<file path="src/rtl/core/ibcm_pkg.sv">
`default_nettype none

package ibcm_pkg;

    // Field and datapath widths
    localparam int AXES        = 6;
    localparam int SUM_W       = 24;
    localparam int ACC_W       = 26;
    localparam int CORR_W      = 17;
    localparam int SQ_W        = 34;
    localparam int ROOT_W      = 17;
    localparam int DPS_W       = 16;
    localparam int CNT_W       = 8;
    localparam int GRAV_W      = 14;
    localparam int SCALE_W     = 15;
    localparam int CFG_ADDR_W  = 1;
    localparam int CFG_DATA_W  = 14;
    localparam int OUT_TDATA_W = 136;

    // Configuration register indexes
    localparam logic [CFG_ADDR_W-1:0] REG_CALIB_COUNT = 1'd0;
    localparam logic [CFG_ADDR_W-1:0] REG_GRAVITY     = 1'd1;

    // Register reset values and fixed constants
    localparam logic [CNT_W-1:0]   CALIB_COUNT_RST = 8'd100;
    localparam logic [GRAV_W-1:0]  GRAVITY_RST     = 14'd2509;
    localparam logic [SCALE_W-1:0] DPS_SCALE       = 15'd29334;

    localparam logic signed [CORR_W-1:0] CORR_MAX = 17'h0FFFF;
    localparam logic signed [CORR_W-1:0] CORR_MIN = 17'h10000;

    typedef logic signed [SUM_W-1:0]  sum_t;
    typedef logic signed [CORR_W-1:0] corr_t;
    typedef logic [SQ_W-1:0]          sq_t;
    typedef logic [ROOT_W-1:0]        root_t;

    // Saturate a widened sum back to the signed sum range
    function automatic sum_t sat_sum(input logic signed [ACC_W-1:0] v);
        sum_t r;
        if (v[ACC_W-1:SUM_W-1] == '0 || v[ACC_W-1:SUM_W-1] == '1)
            r = v[SUM_W-1:0];
        else if (v[ACC_W-1])
            r = {1'b1, {(SUM_W-1){1'b0}}};
        else
            r = {1'b0, {(SUM_W-1){1'b1}}};
        return r;
    endfunction

    // Magnitude of a corrected value; -65536 maps to 65536
    function automatic root_t corr_mag(input corr_t v);
        root_t r;
        if (v[CORR_W-1])
            r = ROOT_W'(-v);
        else
            r = ROOT_W'(v);
        return r;
    endfunction

endpackage

`default_nettype wire

</file>
<file path="src/rtl/core/ibcm_div.sv">
`default_nettype none

// Serial restoring divider: signed sum over unsigned count, truncated
// toward zero, one quotient bit per cycle, result saturated to 17 bits.
module ibcm_div
(
    input  logic                         clk,
    input  logic                         rst_n,
    input  logic                         start,
    input  ibcm_pkg::sum_t               dividend,
    input  logic [ibcm_pkg::CNT_W-1:0]   divisor,
    output logic                         done,
    output ibcm_pkg::corr_t              quotient
);

    localparam int ITER_W = $clog2(ibcm_pkg::SUM_W);
    localparam logic [ITER_W-1:0] LAST_ITER = ITER_W'(ibcm_pkg::SUM_W - 1);

    logic                           busy_reg;
    logic                           done_reg;
    logic [ITER_W-1:0]              cnt_reg;
    logic [ibcm_pkg::CNT_W-1:0]     rem_reg;
    logic [ibcm_pkg::SUM_W-1:0]     quo_reg;
    logic [ibcm_pkg::CNT_W-1:0]     dsr_reg;
    logic                           neg_reg;

    logic [ibcm_pkg::CNT_W:0]       shifted;
    logic [ibcm_pkg::CNT_W:0]       diff;
    logic                           ge;
    logic [ibcm_pkg::SUM_W-1:0]     neg_q;

    // One restoring step
    assign shifted = {rem_reg, quo_reg[ibcm_pkg::SUM_W-1]};
    assign diff    = shifted - {1'b0, dsr_reg};
    assign ge      = shifted >= {1'b0, dsr_reg};

    // Control
    always_ff @(posedge clk or negedge rst_n)
    begin
        if (!rst_n)
        begin
            busy_reg <= 1'b0;
            done_reg <= 1'b0;
            cnt_reg  <= '0;
        end
        else
        begin
            done_reg <= 1'b0;
            if (start)
            begin
                busy_reg <= 1'b1;
                cnt_reg  <= '0;
            end
            else if (busy_reg)
            begin
                cnt_reg <= cnt_reg + 1'b1;
                if (cnt_reg == LAST_ITER)
                begin
                    busy_reg <= 1'b0;
                    done_reg <= 1'b1;
                end
            end
        end
    end

    // Datapath: remainder and quotient shift register
    always_ff @(posedge clk)
    begin
        if (start)
        begin
            neg_reg <= dividend[ibcm_pkg::SUM_W-1];
            quo_reg <= dividend[ibcm_pkg::SUM_W-1] ? ibcm_pkg::SUM_W'(-dividend)
                                                   : ibcm_pkg::SUM_W'(dividend);
            rem_reg <= '0;
            dsr_reg <= divisor;
        end
        else if (busy_reg)
        begin
            rem_reg <= ge ? diff[ibcm_pkg::CNT_W-1:0] : shifted[ibcm_pkg::CNT_W-1:0];
            quo_reg <= {quo_reg[ibcm_pkg::SUM_W-2:0], ge};
        end
    end

    // Restore sign and saturate
    assign neg_q = -quo_reg;

    always_comb
    begin
        if (neg_reg)
        begin
            if (quo_reg > ibcm_pkg::SUM_W'(65536))
                quotient = ibcm_pkg::CORR_MIN;
            else
                quotient = neg_q[ibcm_pkg::CORR_W-1:0];
        end
        else
        begin
            if (quo_reg > ibcm_pkg::SUM_W'(65535))
                quotient = ibcm_pkg::CORR_MAX;
            else
                quotient = quo_reg[ibcm_pkg::CORR_W-1:0];
        end
    end

    assign done = done_reg;

endmodule

`default_nettype wire

</file>
<file path="src/rtl/core/ibcm_sqsum.sv">
`default_nettype none

// Bit-serial sum of three squares: all three multipliers shift out
// MSB first in lockstep into one shared accumulator.
module ibcm_sqsum
(
    input  logic              clk,
    input  logic              rst_n,
    input  logic              start,
    input  ibcm_pkg::corr_t   in_a,
    input  ibcm_pkg::corr_t   in_b,
    input  ibcm_pkg::corr_t   in_c,
    output logic              done,
    output ibcm_pkg::sq_t     sum
);

    localparam int ITER_W = $clog2(ibcm_pkg::ROOT_W);
    localparam int TERM_W = ibcm_pkg::ROOT_W + 2;
    localparam logic [ITER_W-1:0] LAST_ITER = ITER_W'(ibcm_pkg::ROOT_W - 1);

    logic                   busy_reg;
    logic                   done_reg;
    logic [ITER_W-1:0]      cnt_reg;
    ibcm_pkg::root_t        mcand_reg [3];
    ibcm_pkg::root_t        mlier_reg [3];
    ibcm_pkg::sq_t          acc_reg;

    logic [TERM_W-1:0]      term;

    // Partial products selected by the current multiplier bits
    always_comb
    begin
        term = '0;
        for (int i = 0; i < 3; i++)
        begin
            if (mlier_reg[i][ibcm_pkg::ROOT_W-1])
                term = term + TERM_W'(mcand_reg[i]);
        end
    end

    // Control
    always_ff @(posedge clk or negedge rst_n)
    begin
        if (!rst_n)
        begin
            busy_reg <= 1'b0;
            done_reg <= 1'b0;
            cnt_reg  <= '0;
        end
        else
        begin
            done_reg <= 1'b0;
            if (start)
            begin
                busy_reg <= 1'b1;
                cnt_reg  <= '0;
            end
            else if (busy_reg)
            begin
                cnt_reg <= cnt_reg + 1'b1;
                if (cnt_reg == LAST_ITER)
                begin
                    busy_reg <= 1'b0;
                    done_reg <= 1'b1;
                end
            end
        end
    end

    // Shift multipliers left, double and add into the accumulator
    always_ff @(posedge clk)
    begin
        if (start)
        begin
            mcand_reg[0] <= ibcm_pkg::corr_mag(in_a);
            mcand_reg[1] <= ibcm_pkg::corr_mag(in_b);
            mcand_reg[2] <= ibcm_pkg::corr_mag(in_c);
            mlier_reg[0] <= ibcm_pkg::corr_mag(in_a);
            mlier_reg[1] <= ibcm_pkg::corr_mag(in_b);
            mlier_reg[2] <= ibcm_pkg::corr_mag(in_c);
            acc_reg      <= '0;
        end
        else if (busy_reg)
        begin
            for (int i = 0; i < 3; i++)
                mlier_reg[i] <= {mlier_reg[i][ibcm_pkg::ROOT_W-2:0], 1'b0};
            acc_reg <= {acc_reg[ibcm_pkg::SQ_W-2:0], 1'b0} + ibcm_pkg::SQ_W'(term);
        end
    end

    assign done = done_reg;
    assign sum  = acc_reg;

endmodule

`default_nettype wire

</file>
<file path="src/rtl/core/ibcm_sqrt.sv">
`default_nettype none

// Digit-by-digit floor square root: two radicand bits in, one root bit
// out per cycle.
module ibcm_sqrt
(
    input  logic              clk,
    input  logic              rst_n,
    input  logic              start,
    input  ibcm_pkg::sq_t     radicand,
    output logic              done,
    output ibcm_pkg::root_t   root
);

    localparam int ITER_W = $clog2(ibcm_pkg::ROOT_W);
    localparam int REM_W  = ibcm_pkg::ROOT_W + 2;
    localparam int SH_W   = REM_W + 2;
    localparam logic [ITER_W-1:0] LAST_ITER = ITER_W'(ibcm_pkg::ROOT_W - 1);

    logic                   busy_reg;
    logic                   done_reg;
    logic [ITER_W-1:0]      cnt_reg;
    ibcm_pkg::sq_t          rad_reg;
    logic [REM_W-1:0]       rem_reg;
    ibcm_pkg::root_t        root_reg;

    logic [SH_W-1:0]        shifted;
    logic [SH_W-1:0]        trial;
    logic [SH_W-1:0]        diff;
    logic                   ge;

    // One root digit
    assign shifted = {rem_reg, rad_reg[ibcm_pkg::SQ_W-1 -: 2]};
    assign trial   = {2'b00, root_reg, 2'b01};
    assign diff    = shifted - trial;
    assign ge      = shifted >= trial;

    // Control
    always_ff @(posedge clk or negedge rst_n)
    begin
        if (!rst_n)
        begin
            busy_reg <= 1'b0;
            done_reg <= 1'b0;
            cnt_reg  <= '0;
        end
        else
        begin
            done_reg <= 1'b0;
            if (start)
            begin
                busy_reg <= 1'b1;
                cnt_reg  <= '0;
            end
            else if (busy_reg)
            begin
                cnt_reg <= cnt_reg + 1'b1;
                if (cnt_reg == LAST_ITER)
                begin
                    busy_reg <= 1'b0;
                    done_reg <= 1'b1;
                end
            end
        end
    end

    // Remainder, root and radicand shift registers; root holds when idle
    always_ff @(posedge clk)
    begin
        if (start)
        begin
            rad_reg  <= radicand;
            rem_reg  <= '0;
            root_reg <= '0;
        end
        else if (busy_reg)
        begin
            rad_reg  <= {rad_reg[ibcm_pkg::SQ_W-3:0], 2'b00};
            rem_reg  <= ge ? diff[REM_W-1:0] : shifted[REM_W-1:0];
            root_reg <= {root_reg[ibcm_pkg::ROOT_W-2:0], ge};
        end
    end

    assign done = done_reg;
    assign root = root_reg;

endmodule

`default_nettype wire

</file>
<file path="src/rtl/core/imu_bias_calibrate_and_magnitude.sv">
`default_nettype none

// IMU bias calibration and vector magnitudes. After reset the first
// calib_count sample beats (zero counts as one) are summed per axis, with
// gravity_value taken off Z, at one beat per cycle and with no output beat.
// The last of them starts a serial divider that forms the six offsets at one
// quotient bit per cycle; while it runs no sample is taken. Every later
// sample gives one output beat: the six axes minus their offsets, saturated
// to 17 bits, the floor square root of the accel squares sum, and the gyro
// magnitude in 1/16 deg/s. Each such sample passes through the bit-serial
// squaring followed by the digit-serial square root, which the accel and
// gyro lanes run side by side, and no new sample is taken until it is done.
// A finished result waits in the output register, so the next sample is
// taken while it is still pending. Configuration writes take effect at
// once; after calibration they change nothing until reset.
module imu_bias_calibrate_and_magnitude
#(
    parameter int SAMPLE_WIDTH = 16
)
(
    input  logic                                  clk,
    input  logic                                  rst_n,

    // accel_x, accel_y, accel_z, gyro_x, gyro_y, gyro_z, zero fill
    input  logic                                  s_axis_tvalid,
    output logic                                  s_axis_tready,
    input  logic [((ibcm_pkg::AXES*SAMPLE_WIDTH+7)/8)*8-1:0] s_axis_tdata,

    // corr_accel_x/y/z, corr_gyro_x/y/z, accel_magnitude,
    // gyro_magnitude_dps, zero fill
    output logic                                  m_axis_tvalid,
    input  logic                                  m_axis_tready,
    output logic [ibcm_pkg::OUT_TDATA_W-1:0]      m_axis_tdata,

    input  logic                                  cfg_wr_en,
    input  logic [ibcm_pkg::CFG_ADDR_W-1:0]       cfg_addr,
    input  logic [ibcm_pkg::CFG_DATA_W-1:0]       cfg_wdata
);

    localparam int DIFF_W = ((SAMPLE_WIDTH > ibcm_pkg::CORR_W) ? SAMPLE_WIDTH
                                                               : ibcm_pkg::CORR_W) + 1;
    localparam int AXIS_W = $clog2(ibcm_pkg::AXES);
    localparam logic [AXIS_W-1:0] LAST_AXIS = AXIS_W'(ibcm_pkg::AXES - 1);
    localparam int PROD_W = ibcm_pkg::ROOT_W + ibcm_pkg::SCALE_W;

    localparam logic [1:0] ST_IDLE = 2'd0;
    localparam logic [1:0] ST_DIV  = 2'd1;
    localparam logic [1:0] ST_MAG  = 2'd2;
    localparam logic [1:0] ST_LOAD = 2'd3;

    logic [1:0]                       state_reg;
    logic [1:0]                       state_next;

    logic [ibcm_pkg::CNT_W-1:0]       calib_count_reg;
    logic [ibcm_pkg::GRAV_W-1:0]      gravity_reg;
    logic [ibcm_pkg::CNT_W-1:0]       sample_count_reg;
    logic                             calibrated_reg;
    ibcm_pkg::sum_t                   sums_reg    [ibcm_pkg::AXES];
    ibcm_pkg::corr_t                  offsets_reg [ibcm_pkg::AXES];
    logic [ibcm_pkg::CNT_W-1:0]       taken_reg;
    logic [AXIS_W-1:0]                axis_reg;
    logic                             div_start_reg;
    logic                             sq_start_reg;
    ibcm_pkg::corr_t                  corr_reg    [ibcm_pkg::AXES];
    logic                             out_valid_reg;
    logic [ibcm_pkg::OUT_TDATA_W-1:0] out_data_reg;

    logic signed [SAMPLE_WIDTH-1:0]   samp     [ibcm_pkg::AXES];
    ibcm_pkg::sum_t                   sum_new  [ibcm_pkg::AXES];
    ibcm_pkg::corr_t                  corr_new [ibcm_pkg::AXES];
    logic [ibcm_pkg::CNT_W-1:0]       target;
    logic [ibcm_pkg::CNT_W-1:0]       taken;
    logic                             calib_last;
    logic                             in_beat;
    logic                             out_load;

    logic                             div_done;
    ibcm_pkg::corr_t                  div_quot;
    logic                             acc_sq_done;
    logic                             gyr_sq_done;
    ibcm_pkg::sq_t                    acc_sq;
    ibcm_pkg::sq_t                    gyr_sq;
    logic                             acc_rt_done;
    logic                             gyr_rt_done;
    ibcm_pkg::root_t                  acc_root;
    ibcm_pkg::root_t                  gyr_root;
    logic [PROD_W-1:0]                dps_prod;

    // Unpack the sample and form sums and corrected values per axis
    for (genvar i = 0; i < ibcm_pkg::AXES; i++)
    begin : g_axis
        logic signed [ibcm_pkg::ACC_W-1:0] add;
        logic signed [DIFF_W-1:0]          diff;

        assign samp[i] = s_axis_tdata[i*SAMPLE_WIDTH +: SAMPLE_WIDTH];

        always_comb
        begin
            add = ibcm_pkg::ACC_W'(samp[i]);
            if (i == 2)
                add = add - ibcm_pkg::ACC_W'(gravity_reg);
            sum_new[i] = ibcm_pkg::sat_sum(ibcm_pkg::ACC_W'(sums_reg[i]) + add);
        end

        assign diff = DIFF_W'(samp[i]) - DIFF_W'(offsets_reg[i]);

        always_comb
        begin
            if (diff > DIFF_W'(ibcm_pkg::CORR_MAX))
                corr_new[i] = ibcm_pkg::CORR_MAX;
            else if (diff < DIFF_W'(ibcm_pkg::CORR_MIN))
                corr_new[i] = ibcm_pkg::CORR_MIN;
            else
                corr_new[i] = diff[ibcm_pkg::CORR_W-1:0];
        end
    end

    // Calibration progress
    assign target     = (calib_count_reg == '0) ? ibcm_pkg::CNT_W'(1) : calib_count_reg;
    assign taken      = sample_count_reg + 1'b1;
    assign calib_last = taken >= target;

    assign s_axis_tready = (state_reg == ST_IDLE);
    assign in_beat       = s_axis_tvalid && s_axis_tready;
    assign out_load      = (state_reg == ST_LOAD) && (!out_valid_reg || m_axis_tready);

    // Configuration registers
    always_ff @(posedge clk or negedge rst_n)
    begin
        if (!rst_n)
        begin
            calib_count_reg <= ibcm_pkg::CALIB_COUNT_RST;
            gravity_reg     <= ibcm_pkg::GRAVITY_RST;
        end
        else if (cfg_wr_en)
        begin
            unique case (cfg_addr)
                ibcm_pkg::REG_CALIB_COUNT: calib_count_reg <= cfg_wdata[ibcm_pkg::CNT_W-1:0];
                ibcm_pkg::REG_GRAVITY:     gravity_reg     <= cfg_wdata;
                default:                   gravity_reg     <= gravity_reg;
            endcase
        end
    end

    // Sequencer
    always_comb
    begin
        state_next = state_reg;
        unique case (state_reg)
            ST_IDLE:
            begin
                if (in_beat)
                begin
                    if (calibrated_reg)
                        state_next = ST_MAG;
                    else if (calib_last)
                        state_next = ST_DIV;
                end
            end
            ST_DIV:
            begin
                if (div_done && axis_reg == LAST_AXIS)
                    state_next = ST_IDLE;
            end
            ST_MAG:
            begin
                if (acc_rt_done)
                    state_next = ST_LOAD;
            end
            ST_LOAD:
            begin
                if (out_load)
                    state_next = ST_IDLE;
            end
            default: state_next = ST_IDLE;
        endcase
    end

    // Control state, sums and offsets
    always_ff @(posedge clk or negedge rst_n)
    begin
        if (!rst_n)
        begin
            state_reg        <= ST_IDLE;
            sample_count_reg <= '0;
            calibrated_reg   <= 1'b0;
            axis_reg         <= '0;
            div_start_reg    <= 1'b0;
            sq_start_reg     <= 1'b0;
            out_valid_reg    <= 1'b0;
            for (int i = 0; i < ibcm_pkg::AXES; i++)
            begin
                sums_reg[i]    <= '0;
                offsets_reg[i] <= '0;
            end
        end
        else
        begin
            state_reg     <= state_next;
            div_start_reg <= 1'b0;
            sq_start_reg  <= 1'b0;

            // Accumulate a calibration beat, or start the magnitude lanes
            if (in_beat)
            begin
                if (!calibrated_reg)
                begin
                    for (int i = 0; i < ibcm_pkg::AXES; i++)
                        sums_reg[i] <= sum_new[i];
                    sample_count_reg <= taken;
                    if (calib_last)
                    begin
                        axis_reg      <= '0;
                        div_start_reg <= 1'b1;
                    end
                end
                else
                begin
                    sq_start_reg <= 1'b1;
                end
            end

            // Store each offset and advance to the next axis
            if (state_reg == ST_DIV && div_done)
            begin
                offsets_reg[axis_reg] <= div_quot;
                if (axis_reg == LAST_AXIS)
                begin
                    calibrated_reg <= 1'b1;
                end
                else
                begin
                    axis_reg      <= axis_reg + 1'b1;
                    div_start_reg <= 1'b1;
                end
            end

            // Output beat valid until taken
            if (out_load)
                out_valid_reg <= 1'b1;
            else if (m_axis_tready)
                out_valid_reg <= 1'b0;
        end
    end

    // Payload registers
    always_ff @(posedge clk)
    begin
        if (in_beat && !calibrated_reg && calib_last)
            taken_reg <= taken;
        if (in_beat && calibrated_reg)
        begin
            for (int i = 0; i < ibcm_pkg::AXES; i++)
                corr_reg[i] <= corr_new[i];
        end
        if (out_load)
            out_data_reg <= {1'b0, dps_prod[PROD_W-1 -: ibcm_pkg::DPS_W], acc_root,
                             corr_reg[5], corr_reg[4], corr_reg[3],
                             corr_reg[2], corr_reg[1], corr_reg[0]};
    end

    // Gyro magnitude scaling to 1/16 deg/s
    assign dps_prod = PROD_W'(gyr_root) * PROD_W'(ibcm_pkg::DPS_SCALE);

    assign m_axis_tvalid = out_valid_reg;
    assign m_axis_tdata  = out_data_reg;

    ibcm_div u_div
    (
        .clk      (clk),
        .rst_n    (rst_n),
        .start    (div_start_reg),
        .dividend (sums_reg[axis_reg]),
        .divisor  (taken_reg),
        .done     (div_done),
        .quotient (div_quot)
    );

    ibcm_sqsum u_acc_sqsum
    (
        .clk   (clk),
        .rst_n (rst_n),
        .start (sq_start_reg),
        .in_a  (corr_reg[0]),
        .in_b  (corr_reg[1]),
        .in_c  (corr_reg[2]),
        .done  (acc_sq_done),
        .sum   (acc_sq)
    );

    ibcm_sqsum u_gyr_sqsum
    (
        .clk   (clk),
        .rst_n (rst_n),
        .start (sq_start_reg),
        .in_a  (corr_reg[3]),
        .in_b  (corr_reg[4]),
        .in_c  (corr_reg[5]),
        .done  (gyr_sq_done),
        .sum   (gyr_sq)
    );

    ibcm_sqrt u_acc_sqrt
    (
        .clk      (clk),
        .rst_n    (rst_n),
        .start    (acc_sq_done),
        .radicand (acc_sq),
        .done     (acc_rt_done),
        .root     (acc_root)
    );

    ibcm_sqrt u_gyr_sqrt
    (
        .clk      (clk),
        .rst_n    (rst_n),
        .start    (gyr_sq_done),
        .radicand (gyr_sq),
        .done     (gyr_rt_done),
        .root     (gyr_root)
    );

`ifndef NO_ASSERTIONS
    a_calibrated_sticks: assert property (@(posedge clk) disable iff (!rst_n)
        calibrated_reg |=> calibrated_reg)
        else $error("calibrated flag dropped");

    a_div_done_in_div: assert property (@(posedge clk) disable iff (!rst_n)
        div_done |-> (state_reg == ST_DIV))
        else $error("divider finished outside offset phase");

    a_lanes_in_step: assert property (@(posedge clk) disable iff (!rst_n)
        (acc_rt_done == gyr_rt_done) && (acc_sq_done == gyr_sq_done))
        else $error("accel and gyro lanes out of step");

    a_result_after_calib: assert property (@(posedge clk) disable iff (!rst_n)
        $rose(m_axis_tvalid) |-> calibrated_reg)
        else $error("result beat before calibration finished");
`endif

endmodule

`default_nettype wire
</file>
<file path="config.mk">
export PLATFORM = sky130hd
export DESIGN_NAME = imu_bias_calibrate_and_magnitude
export DESIGN_NICKNAME = d
export VERILOG_FILES = /design/src/rtl/core/ibcm_pkg.sv /design/src/rtl/core/ibcm_div.sv /design/src/rtl/core/ibcm_sqsum.sv /design/src/rtl/core/ibcm_sqrt.sv /design/src/rtl/core/imu_bias_calibrate_and_magnitude.sv
export SDC_FILE = /design/constraint.sdc
export NUM_CORES = 2
export LEC_CHECK = 0
export BUFFER_PORTS_ARGS = -buffer_cell sky130_fd_sc_hd__buf_2
export CELL_PAD_IN_SITES_DETAIL_PLACEMENT = 1
export CELL_PAD_IN_SITES_GLOBAL_PLACEMENT = 1
export CORE_UTILIZATION = 50
export CTS_BUF_LIST = sky130_fd_sc_hd__clkbuf_4 sky130_fd_sc_hd__clkbuf_8 sky130_fd_sc_hd__clkbuf_16
export CTS_CLUSTER_DIAMETER = 100
export CTS_CLUSTER_SIZE = 40
export DETAILED_ROUTE_END_ITERATION = 16
export PLACE_DENSITY_LB_ADDON = 0.1
export SLEW_MARGIN = 20
export SYNTH_ARGS = -nofsm -noshare
export SYNTH_HDL_FRONTEND = slang
export SYNTH_SLANG_ARGS = --single-unit
</file>
<file path="constraint.sdc">
create_clock -name clk -period 9.73 [get_ports clk]
set_clock_uncertainty 0.1 [all_clocks]
set_input_delay 0.973 -clock clk [delete_from_list [all_inputs] [get_ports clk]]
set_output_delay 0.973 -clock clk [all_outputs]
set_load 0.005 [all_outputs]
</file>
==> results by group <==
Outcome
  • Status: completed

STA
  • Max transition margin: 0.167
  • Hold Vio Cnt, Final: 0
  • Slew Viols, Final: 0
  • Tmin final: between 7000 and 8000 ps
  • Fin Setup TNS: 0 ps
  • Fin crit share: 0.801
  • Least-Margin Pin Slew: ~1200 ps
  • RSZ-0062 raised after global routing: no
  • Fin worst setup slack: slightly below 2000 ps
  • # setup viols final: 0
  • Fmax: between 0.1 and 0.15 GHz

Synthesis
  • Post-synth top flop: edfxtp_1
  • Post-Synthesis Cells: slightly below 7000
  • Mapped cell area: 65900 sq um
  • Yosys top cell by area: edfxtp_1
  • Yosys warns: 0
  • Yosys top cell area share: 0.251
  • Share of the yosys chip area belonging to registers: 0.417
  • Yosys reg bits: slightly above 1000
  • Area contributors post-synth: edfxtp_1, dfrtp_1, ha_1
  • Avg Cell Area, Syn: just under 10 sq um
  • Synth async-reset ratio: 0.314
  • Synth Net Count: 7530
  • EDFF count, synth: 550
  • Synth cell types: 100

Global route
  • First-pass GRT wire length: 297000 um
  • Busiest grt layer: met2
  • Largest net degree at the start of global routing: 141
  • Antenna violations before repair: 8
  • Vias in the first global route: 52000
  • Total grt overflow: 0
  • Met1 Use GR: 0.377
  • Total GRT Usage: 0.284
  • Met2 layer usage reported by global route: 0.485
  • Met3 track demand over resource: 0.0257

Clocking
  • CTS resizes: 0
  • Num CTS Buffers: 46
  • Max clock buf depth: 3
  • Setup Buffers After CTS: 0
  • Clk sinks: between 1000 and 1500
  • Hold buffer count at cts: 0
  • CTS root buffer: clkbuf_16
  • Worst-path clk slew: 150 ps
  • Htree depth: 2
  • CTS tree: done
  • Worst skew pair latency: 710 ps

Drt
  • DRC Markers: 0
  • DRT Wirelength: roughly 190000 um
  • Initial DRC Count: 2729
  • WL/cell: 21.9 um
  • Vias per cell: 5.81
  • ANT nets after route: 0
  • Drt pass-1 iters: 5
  • Via count: 50300

Floorplan
  • Die area: 133000 sq um
  • I/O pin cnt: 254
  • Initial core utilization: 0.506
  • Core area: approximately 130000 sq um
  • Die Wd: 365 um
  • # rows: 132
  • Chip Height: between 300 and 400 um

Pwr
  • Worst vdd ir: 0.000132 V
  • Clock power share: 0.321
  • Sw frac: 0.291
  • Internal Power: 6240 uW
  • NetSw: 2560 uW
  • PD cells: 124 nW/um^2
  • Combinational share of power: 0.141
  • Pleak: 0.0296 uW
  • Reg power frac: 0.537

Finish
  • Nets@finish: approximately 7600
  • Commonest non-fill, non-tap cell in the layout: nor2_1
  • Fillers: 14600
  • Share of cells above drive strength 1: 0.0944
  • Most frequent cells in the layout: nor2_1, nand2_1, edfxtp_1
  • Max reg flops: between 100 and 150
  • Area grow syn2layout: 7.64%

Hold path
  • HP Class: in -> async

Critical path
  • Critical Path AT: 8320 ps
  • Worst-path fanout max: 27
  • Worst Path Required: between 10000 and 15000 ps
  • Crit-path max cell delay: approximately 860 ps
  • Slowest CP cell: o31ai_1
  • R2R setup slack: 1930 ps
  • CP Launch Type: flop
  • Kind of critical path: reg -> reg
  • Reg2Reg Capture Point: u_acc_sqsum.sum[24]$_SDFFE_PP0P_
  • Worst Reg2Reg Path Length in Cells: 30
  • Crit. End Element: flop
  • Most used cell, CP: a21o_1
  • Origin of the critical flop-to-flop path: u_acc_sqsum.mlier_reg[0][16]$_DFFE_PP_

Run
  • Count of maximum capacitance violations: 0

Placed design
  • DP Worst Slack: 1980 ps
  • Post-DP HPWL: about 150000 um
  • Port bufs: 252
  • Final RePlAce weighted congestion: between 0.9 and 1
## final cells by class
type	instances	area, sq um	area share
well taps	1742	2180	0.0307
flip-flops and latches	1017	27500	0.388
clock inverters	37	737	0.0104
clock buffers	48	1180	0.0167
inverters	489	1840	0.0259
multi-input cells	5020	35800	0.505
repair buffers	303	1680	0.0237
diodes	4	10.0	0.000141
## through the flow
| step | std cells | utilization | total power (uW) | hold WS [ps] | area, sq um |
|---|---|---|---|---|---|
| 2_1_floorplan | 6763 | - | 5630 | 300 | 65900 |
| 3_3_place_gp | 8571 | 0.529 | 5990 | 301 | 68900 |
| 3_5_place_dp | 8571 | 0.530 | 6040 | 309 | 68900 |
| 4_1_cts | 8656 | 0.544 | 8860 | 41.3 | 70800 |
| 5_1_grt | 8659 | 0.545 | 9110 | 66.0 | 70900 |
| 6_report | 8660 | 0.545 | 8790 | 49.3 | 70900 |
## cells in the mapped netlist (20+ instances only)
cell      instances
nor2b_1          63
o21ai_0         462
a31oi_1          62
ha_1            545
nand2b_1         82
nand4_1          45
and2_1           36
a311oi_1         20
o31ai_1          47
dfrtp_1         309
a21o_1          138
xor2_1          176
and3_1           33
buf_1            23
or2_2            26
nand2_1         641
xnor2_1         324
nor2_1          679
maj3_1           73
or3_1            49
fa_1            106
a21boi_0         21
edfxtp_1        550
o21bai_1         37
mux2i_1         104
clkbuf_1        196
nor3_1           86
mux2_2          125
a211oi_1         75
nand3_1         105
dfxtp_1         148
inv_1           488
o21a_1           84
a21oi_1         409
o21ai_1          68
## cell families (layout without fill, tap and decap cells)
family	after synthesis	count (layout)	synth area share
AO/OA/AOI/OAI	1610	1610	0.151
XOR/XNOR	501	501	0.0667
flip-flops	1017	1017	0.417
buffers and inverters	726	877	0.0419
other	1	5	0.0000569
multiplexers	243	243	0.0420
AND/OR/NAND/NOR	1941	1941	0.134
adder cells (fa/ha/maj)	724	724	0.147
## power groups by stage
stage               registers, uW  logic, uW  clock network, uW
floorplan                    4770        865                  0
global placement             4810       1180                  0
detailed placement           4810       1220                  0
CTS                          4720       1240               2900
global route                 4730       1370               3010
finish                       4720       1240               2830
## per-layer routing
| layer | wire [um] | up-vias |
|---|---|---|
| met5 | 12 | - |
| met4 | 7420 | 2 |
| met3 | 6320 | 251 |
| met2 | 91500 | 768 |
| met1 | 84500 | 25200 |
| li1 | - | 24100 |
## critical path, delay by kind of cell (launching register included)
family / cells / cell delay, ps
buffers and inverters: 1 / 60
multiplexers: 1 / 260
AND/OR/NAND/NOR: 6 / 1360
XOR/XNOR: 4 / 730
adder cells (fa/ha/maj): 4 / 1310
flip-flops: 1 / 760
AO/OA/AOI/OAI: 14 / 3130
## how the worst max path moves through the flow
stage / to / from / slack, ps / depth (start not counted)
floorplan: sq_start_reg$_DFF_PN0_ / s_axis_tvalid / 830 / 2
global placement: u_acc_sqsum.sum[26]$_SDFFE_PP0P_ / u_acc_sqsum.mlier_reg[0][16]$_DFFE_PP_ / 2310 / 30
detailed placement: u_acc_sqsum.sum[24]$_SDFFE_PP0P_ / u_acc_sqsum.mlier_reg[0][16]$_DFFE_PP_ / 1980 / 30
CTS: u_acc_sqsum.sum[24]$_SDFFE_PP0P_ / u_acc_sqsum.mlier_reg[0][16]$_DFFE_PP_ / 1900 / 30
global route: u_acc_sqsum.sum[24]$_SDFFE_PP0P_ / u_acc_sqsum.mlier_reg[0][16]$_DFFE_PP_ / 1190 / 30
finish: u_acc_sqsum.sum[24]$_SDFFE_PP0P_ / u_acc_sqsum.mlier_reg[0][16]$_DFFE_PP_ / 1930 / 30
Power figures use the tool's default switching activity.
